<file path="src/sv/cidr_ram.sv">
// ----------------------------------------------------------------------------
// cidr_ram
// Generic single-write, single-read synchronous RAM with registered read data.
// ----------------------------------------------------------------------------
`default_nettype none

module cidr_ram #(
  parameter int WIDTH = 8,
  parameter int DEPTH = 16
) (
  input  wire logic                     clk,
  input  wire logic                     we,
  input  wire logic [$clog2(DEPTH)-1:0] waddr,
  input  wire logic [WIDTH-1:0]         wdata,
  input  wire logic [$clog2(DEPTH)-1:0] raddr,
  output logic      [WIDTH-1:0]         rdata
);

  logic [WIDTH-1:0] mem [DEPTH];

  // Write port
  always_ff @(posedge clk) begin
    if (we) begin
      mem[waddr] <= wdata;
    end
  end

  // Registered read port
  always_ff @(posedge clk) begin
    rdata <= mem[raddr];
  end

endmodule

`default_nettype wire

</file>
<file path="config.mk">
export PLATFORM = sky130hd
export DESIGN_NAME = cidr_ram
export DESIGN_NICKNAME = d
export VERILOG_FILES = /design/src/sv/cidr_ram.sv
export SDC_FILE = /design/constraint.sdc
export NUM_CORES = 1
export LEC_CHECK = 0
export ABC_AREA = 1
export BUFFER_PORTS_ARGS = -buffer_cell sky130_fd_sc_hd__buf_2
export CAP_MARGIN = 20
export CORE_MARGIN = 10
export CORE_UTILIZATION = 35
export CTS_BUF_LIST = sky130_fd_sc_hd__clkbuf_8
export CTS_CLUSTER_DIAMETER = 80
export CTS_CLUSTER_SIZE = 25
export DETAILED_ROUTE_END_ITERATION = 7
export PLACE_DENSITY_LB_ADDON = 0.25
export SLEW_MARGIN = 20
export SYNTH_ARGS = -nofsm -noshare
export SYNTH_HDL_FRONTEND = slang
export SYNTH_SLANG_ARGS = --single-unit
</file>
<file path="constraint.sdc">
create_clock -name clk -period 3 [get_ports clk]
set_input_delay 0.6 -clock clk [delete_from_list [all_inputs] [get_ports clk]]
set_output_delay 0.6 -clock clk [all_outputs]
set_load 0.01 [all_outputs]
</file>
==> results.yml, run 1 <==
run_status:
  status: "finished clean"
sta:
  final-setup-viol-count: 0
  fin_tns_setup_ps: 0
  clock_skew_ps: 8.592
  max_slew_margin_pct: 38.28
  max_freq_mhz: 623.2
  hold_viol_final: 0
  drv_slew: 0
  period_share_pct: 53.49
  tightest_slew_ps: 922.4
  finalCriticalPeriod_ps: 1605
  grt_setup_unrepaired: "false"
floorplanning:
  die_h_um: 148.4
  start_util_pct: 36.04
  core-area_um2: 16000
  io_pins: 26
  die_x_um: 148.4
  rows: 46
  die_area_um2: 22010
global_routing:
  antenna_found_initial: 0
  grt_pass1_vias: 3655
  grt_pass1_wl_um: 20890
  grt_max_degree: 65
  overflow: 0
  grt_use_total_pct: 12.65
route:
  first_iter_violations: 292
  wl_per_cell_um: 16.54
  antenna_left: 0
  wirelength_um: 13350
  first_pass_iters: 5
  vias: 3667
  via_per_inst: 4.544
  drc: 0
worst_setup_path:
  path_depth: 3
  start_kind: "input pin"
  slowest_stage: "nor2_1"
  crit_chain: "buf_2 > nand3_1 > nor2_1"
  critPathTopFamily: "simple AND/OR/NAND/NOR gates"
  worstSetupEndpointType: "register"
  cp_num_buf_inv: 1
  arrival_ps: 1680
  r2r_cells: 6
  slowest_delay_ps: 760
  required_ps: 3070
  path_class: "in -> reg"
  cp_max_fo: 8
synthesis:
  synthDistinctLibCells: 12
  post-synth-top-count-cell: "nand2_1"
  syn-mean-instance-area_um2: 10.47
  synth-edff-count: 128
  synthTopCellsByArea: "edfxtp_1 (67%), nand2_1 (11%), nand3_1 (8.4%), inv_1 (6.5%), dfxtp_1 (2.8%)"
  post-synth-top-area-cell: "edfxtp_1"
  synth_top_area_share_pct: 66.65
  synth-main-ff-cell: "edfxtp_1"
  synth_common_cells: "nand2_1 (173), edfxtp_1 (128), inv_1 (100)"
  ys_seq_area_share_pct: 69.43
  synth_fp_nets: 569
  synth_warnings: 0
  synth_area_um2: 5767
  postSynthRegisterBits: 136
  synthArstFlopShare_pct: 0
  netlist_instances: 551
pwr:
  switchingPower_uw: 869.2
  internal-power_mw: 2.986
  power.density_nw_per_um2: 598.9
  pwr-share-clk_pct: 37.9
  seqPwrFrac_pct: 55.4
  swShare_pct: 22.55
  total_leakage_power_nw: 2.760
  pwr-share-comb_pct: 6.7
  ir_drop_uv: 282.2
finish:
  fill_cells: 1610
  nets: 596
  diodes: 0
  multi_input_area_um2: 1214
  final_util_pct: 40.23
  drive_gt1_share_pct: 10.15
  regArea_um2: 4004
  area_growth_syn_to_layout_pct: 11.63
place:
  hpwl_um: 8073
  place.port_buffers: 25
  gp_congestion: 0.7702
min_path:
  hold_depth: 3
  worstHoldPathType: "in -> reg"
clock_network:
  clock-sinks: 136
  postCtsSetupBuffers: 0
  hold_buffers: 0
  clk_latency_ps: 450
  cts-resized-gates: 0
  h-tree-depth: 4
  clock_path_buffers: 2
  cts_tree: "built"
  clk_pin_slew_ps: 70
  clock-root-buffer: "clkbuf_8"
  cts_buffers: 17
job:
  max_cap_viol_count: 0
worst reg2reg max path: stages, from the launching register on:
cell and delay [ps]:
edfxtp_1 360, inv_1 70, nand2_1 50, nand3_1 130, nand3_1 110, nand3_1 160, nand2_1 80
worst paths after layout:
| path | from | end | slack (ps) |
|---|---|---|---|
| setup / recovery | we | mem[15][0] | 1400 |
| hold / removal | raddr[3] | rdata[4] | 500 |
| setup reg to reg | mem[11][5] | rdata[5] | 1940 |
| hold reg to reg | mem[14][4] | rdata[4] | 650 |
placed cells by master (no fill, tap or decap), drive strengths merged:
master / count
edfxtp: 128
clkinv: 10
nand2: 173
buf: 32
nand3b: 2
nand3: 97
inv: 104
bufinv: 3
clkbuf: 17
dfxtp: 8
nor2: 17
final cells by class:
class | instances | area share (%)
timing repair buffer | 32 | 2.954
clock buffer | 17 | 3.635
multi-input combinational | 289 | 18.85
inverter | 102 | 5.948
clock inverter | 15 | 2.216
tap | 216 | 4.198
sequential | 136 | 62.20
stage by stage:
step | instances | hold WS, ps | worst slack, ps | area, um2 | power (mW)
after floorplan | 551 | 607.4 | 1449 | 5767 | 2.330
after global placement | 775 | 637.0 | 951.4 | 6061 | 2.435
after detailed placement | 775 | 644.8 | 948.5 | 6061 | 2.438
after CTS | 807 | 470.7 | 1397 | 6437 | 3.889
after global routing | 807 | 499.9 | 1313 | 6437 | 3.998
final | 807 | 498.3 | 1395 | 6437 | 3.855
kinds of logic (layout without fill, tap and decap cells):
logic type / after synthesis / count (layout) / synth area share (%)
flops: 136 / 136 / 69.43
buf+inv: 126 / 166 / 9.525
simple gates: 289 / 289 / 21.05
state kept, by name (all words and copies together) (netlist names):
signal  flops
rdata       8
mem       128
power by group through the flow:
stage / combinational (mW) / sequential (mW) / clock [mW]
finish: 0.259 / 2.13 / 1.46
global placement: 0.258 / 2.18 / 0
floorplan: 0.150 / 2.18 / 0
global route: 0.290 / 2.14 / 1.57
detailed placement: 0.260 / 2.18 / 0
CTS: 0.262 / 2.14 / 1.49
layer usage:
metal / wire [um] / GRT usage, %
met4: 249 / 5.401
met3: 624 / 3.186
met1: 6368 / 16.37
met2: 6102 / 19.70
met5: 0 / 0
Power figures use the tool's default switching activity.
==> inputs of run 2 (changes only) <==
==> constraint.sdc (replaced) <==
create_clock -name clk -period 1.37 [get_ports clk]
set_input_delay 0.274 -clock clk [delete_from_list [all_inputs] [get_ports clk]]
set_output_delay 0.274 -clock clk [all_outputs]
set_load 0.01 [all_outputs]
==> run 2 against run 1 <==
  * Register-to-register slack got worse by 1600 ps
  * Critical path depth fell by 2
  * Cell area rose by 2.0%
  * Sequential cell count did not move
  * Cell count rose by 2.1%
  * Wire length fell by 0.10%
  * Critical path type is now reg -> out
  * Critical endpoint is now rdata[2]
==> results.yml, run 2 (synthesis results as in run 1) <==
run_status:
  status: "finished clean"
clock_network:
  hold_buffers: 0
  cts-resized-gates: 0
  clk_pin_slew_ps: 70
  cts_buffers: 17
  clock_path_buffers: 2
  cts_tree: "built"
  postCtsSetupBuffers: 0
  h-tree-depth: 4
  clock-root-buffer: "clkbuf_8"
  clk_latency_ps: 430
  clock-sinks: 136
sta:
  max_slew_margin_pct: 72.19
  finalCriticalPeriod_ps: 1209
  fin_tns_setup_ps: 0
  tightest_slew_ps: 417.1
  clock_skew_ps: 8.377
  period_share_pct: 88.25
  fin_ws_ps: 160.9
  grt_setup_unrepaired: "false"
  max_freq_mhz: 827.1
  drv_slew: 0
  hold_viol_final: 0
  final-setup-viol-count: 0
  worst_hold_slack_ps: 204.7
pwr:
  swShare_pct: 23.17
  ir_drop_uv: 491.8
  pwr-share-clk_pct: 34.7
  pwr-share-comb_pct: 7.4
  power.total_mw: 8.068
  total_leakage_power_nw: 2.838
  internal-power_mw: 6.198
  seqPwrFrac_pct: 58.0
  switchingPower_mw: 1.870
  power.density_nw_per_um2: 1228
floorplanning:
  io_pins: 26
  rows: 46
  die_area_um2: 22010
  start_util_pct: 36.04
  die_x_um: 148.4
  core-area_um2: 16000
  die_h_um: 148.4
finish:
  fill_cells: 1604
  drive_gt1_share_pct: 12.99
  diodes: 0
  most-common-layout-cells: "nand2_1 (173), edfxtp_1 (128), inv_1 (102), nand3_1 (97), buf_2 (25)"
  area_growth_syn_to_layout_pct: 13.89
  largestRegisters: "mem: 128 flops, rdata: 8 flops"
  final_common_cell: "nand2_1"
  regArea_um2: 4004
  multi_input_area_um2: 1214
  largest_reg_flops: 128
  nets: 615
  instances_no_fill: 824
  top_register: "mem"
place:
  dp_cells: 794
  gp_congestion: 0.7733
  hpwl_um: 8470
  place.port_buffers: 25
  preCtsSetupSlack_ps: 18.03
worst_setup_path:
  required_ps: 1100
  path_class: "reg -> out"
  slowest_stage: "dfxtp_1"
  start_kind: "register"
  arrival_ps: 940
  r2r_cells: 6
  cp_num_buf_inv: 1
  cp_max_fo: 1
  worstSetupEndpointType: "output port"
  slowest_delay_ps: 360
  path_depth: 1
  crit_chain: "buf_2"
  rr_startpoint: "mem[1][5]"
  startpoint: "rdata[2]"
  critPathTopFamily: "flip-flops"
route:
  antenna_left: 0
  first_iter_violations: 390
  first_pass_iters: 5
  vias: 3786
  drc: 0
  via_per_inst: 4.595
  wl_per_cell_um: 16.18
  wirelength_um: 13330
global_routing:
  overflow: 0
  grt_pass1_wl_um: 20890
  grt_use_total_pct: 12.51
  grt_pass1_vias: 3661
  grt_max_degree: 65
  antenna_found_initial: 0
min_path:
  hold_depth: 3
  min_from: "raddr[3]"
  worstHoldPathType: "in -> reg"
job:
  max_cap_viol_count: 0
[run 2: cell types whose count changed in the layout (fill, tap and decap cells not counted)]
cell,delta
buf_4,+16
buf_12,+3
clkinvlp_4,+3
bufinv_16,-2
clkinv_1,-2
clkinv_2,-1
[run 2: area by class of cell]
type                    instances  area share, %
inverters                     102          5.830
multi-input cells             289          18.48
flip-flops and latches        136          60.96
well taps                     216          4.115
repair buffers                 51          5.639
clock inverters                13          1.410
clock buffers                  17          3.563
[run 2: final timing paths]
kind / endpoint / slack [ps]
worst min-delay path: rdata[0] / 200
worst max-delay path: rdata[2] / 160
worst max register to register: rdata[5] / 330
worst min register to register: rdata[6] / 680
[run 2: power by group through the flow]
stage                     sequential, mW  combinational [mW]  clock, mW
after detailed placement            4.77               0.602          0
after global routing                4.68               0.672       3.02
after global placement              4.77               0.596          0
final                               4.68               0.594       2.80
after CTS                           4.68               0.605       2.86
after floorplan                     4.77               0.328          0
[run 2: layer usage]
metal / part of all wire (%) / global-route usage [%] / up-vias
met2: 46 / 19.23 / 112
li1: - / - / 1860
met1: 47 / 17.01 / 1800
met4: 1.6 / 5.154 / 0
met5: 0 / 0 / -
met3: 5.3 / 2.275 / 14
[run 2: stage by stage]
step,utilization (%),area (um2)
after floorplan,-,5767
after global placement,39.01,6241
after detailed placement,39.01,6241
after CTS,41.05,6568
after global routing,41.05,6568
final,41.05,6568
==> inputs of run 3 (changes only) <==
--- a/config.mk
+++ b/config.mk
@@ -8,7 +8,7 @@
 export ABC_AREA = 1
 export BUFFER_PORTS_ARGS = -buffer_cell sky130_fd_sc_hd__buf_2
 export CAP_MARGIN = 20
-export CORE_MARGIN = 10
+export CORE_MARGIN = 4
 export CORE_UTILIZATION = 35
 export CTS_BUF_LIST = sky130_fd_sc_hd__clkbuf_8
 export CTS_CLUSTER_DIAMETER = 80
==> run 3 against run 2 <==
  * Register-to-register slack hardly changed
  * Clock-buffer cell count stayed put
  * Sequential power hardly changed
  * Die area is 16% lower
  * Largest cell class unchanged
==> results.yml, run 3 (synthesis results as in run 1) <==
sta:
  tightest_slew_ps: 413.9
  final-setup-viol-count: 0
  fin_tns_setup_ps: 0
  grt_setup_unrepaired: "false"
  max_slew_margin_pct: 72.41
  drv_slew: 0
  hold_viol_final: 0
  finalCriticalPeriod_ps: 1223
  period_share_pct: 89.28
  clock_skew_ps: 9.816
  max_freq_mhz: 817.5
  fin_ws_ps: 146.8
floorplanning:
  rows: 46
  core-area_um2: 16000
  die_h_um: 136.4
  start_util_pct: 36.04
  die_area_um2: 18590
  io_pins: 26
  die_x_um: 136.4
route:
  antenna_left: 0
  vias: 3732
  wirelength_um: 12790
  via_per_inst: 4.507
  first_pass_iters: 4
  first_iter_violations: 338
  drc: 0
  wl_per_cell_um: 15.45
global_routing:
  antenna_found_initial: 0
  grt_pass1_wl_um: 20330
  grt_max_degree: 46
  grt_use_total_pct: 14.87
  overflow: 0
  grt_pass1_vias: 3595
clock_network:
  cts-resized-gates: 0
  h-tree-depth: 4
  clk_pin_slew_ps: 80
  hold_buffers: 0
  clock-sinks: 136
  postCtsSetupBuffers: 0
  clk_latency_ps: 450
  clock-root-buffer: "clkbuf_8"
  clock_path_buffers: 2
  cts_tree: "built"
  cts_buffers: 17
finish:
  top_register: "mem"
  drive_gt1_share_pct: 13.73
  largest_reg_flops: 128
  nets: 617
  area_growth_syn_to_layout_pct: 15.12
  largestRegisters: "mem: 128 flops, rdata: 8 flops"
  final_common_cell: "nand2_1"
  most-common-layout-cells: "nand2_1 (173), edfxtp_1 (128), inv_1 (101), nand3_1 (97), buf_2 (25)"
  fill_cells: 1597
  diodes: 0
place:
  gp_congestion: 0.7876
  hpwl_um: 8438
  place.port_buffers: 25
  preCtsSetupSlack_ps: -6.625
worst_setup_path:
  slowest_stage: "dfxtp_1"
  required_ps: 1100
  critPathTopFamily: "flip-flops"
  cp_num_buf_inv: 1
  crit_chain: "buf_2"
  worstSetupEndpointType: "output port"
  arrival_ps: 950
  start_kind: "register"
  slowest_delay_ps: 360
  cp_max_fo: 1
  path_class: "reg -> out"
pwr:
  total_leakage_power_nw: 2.870
  power.density_nw_per_um2: 1262
  ir_drop_uv: 620.4
run_status:
  status: "finished clean"
job:
  max_cap_viol_count: 0
min_path:
  worstHoldPathType: "in -> reg"
==> run 3: cell count changes in the layout (fill, tap and decap cells not counted) <==
cell	before	now
bufinv_16	1	2
inv_6	0	1
clkinv_4	0	1
buf_4	22	23
buf_12	4	5
inv_1	102	101
==> run 3: power breakdown <==
| group | leakage, nW | total [mW] | internal [mW] | switching, mW |
|---|---|---|---|---|
| sequential | 1.22 | 4.67 | 4.65 | 0.0280 |
| combinational | 1.46 | 0.602 | 0.195 | 0.407 |
| clock | 0.188 | 3.10 | 1.58 | 1.52 |
| total | 2.87 | 8.38 | 6.42 | 1.96 |
==> run 3: cell type report <==
type / count / area, um2 / share of cell area (%)
inverters: 102 / 382.9 / 5.767
clock buffers: 17 / 234.0 / 3.524
repair buffers: 53 / 397.9 / 5.993
well taps: 216 / 270.3 / 4.071
multi-input cells: 289 / 1214 / 18.28
flip-flops and latches: 136 / 4004 / 60.31
clock inverters: 15 / 136.4 / 2.054
==> run 3: path summary, 6_finish.rpt <==
kind | end | startpoint | cells past startpoint | slack (ps)
worst min register to register | rdata[0] | mem[2][0] | 6 | 670
worst min-delay path | rdata[6] | raddr[2] | 4 | 220
worst max-delay path | rdata[0] | rdata[0] | 1 | 150
worst max register to register | rdata[1] | mem[15][1] | 6 | 340
==> run 3: through the flow <==
step	instances	utilization, %	power [mW]	hold slack [ps]	area (um2)
after floorplan	551	-	5.102	372.9	5767
after global placement	796	39.18	5.373	648.4	6269
after detailed placement	796	39.18	5.378	653.9	6269
after CTS	828	41.49	8.472	194.1	6639
after global routing	828	41.49	8.716	224.3	6639
final	828	41.49	8.379	219.9	6639
==> run 3: metal layers <==
layer | GRT usage, % | vias up | share of wire, %
met5 | 0 | - | 0
met4 | 6.047 | 0 | 1.3
met1 | 20.19 | 1758 | 47
met2 | 22.89 | 93 | 47
met3 | 3.701 | 15 | 5.3
li1 | - | 1866 | -
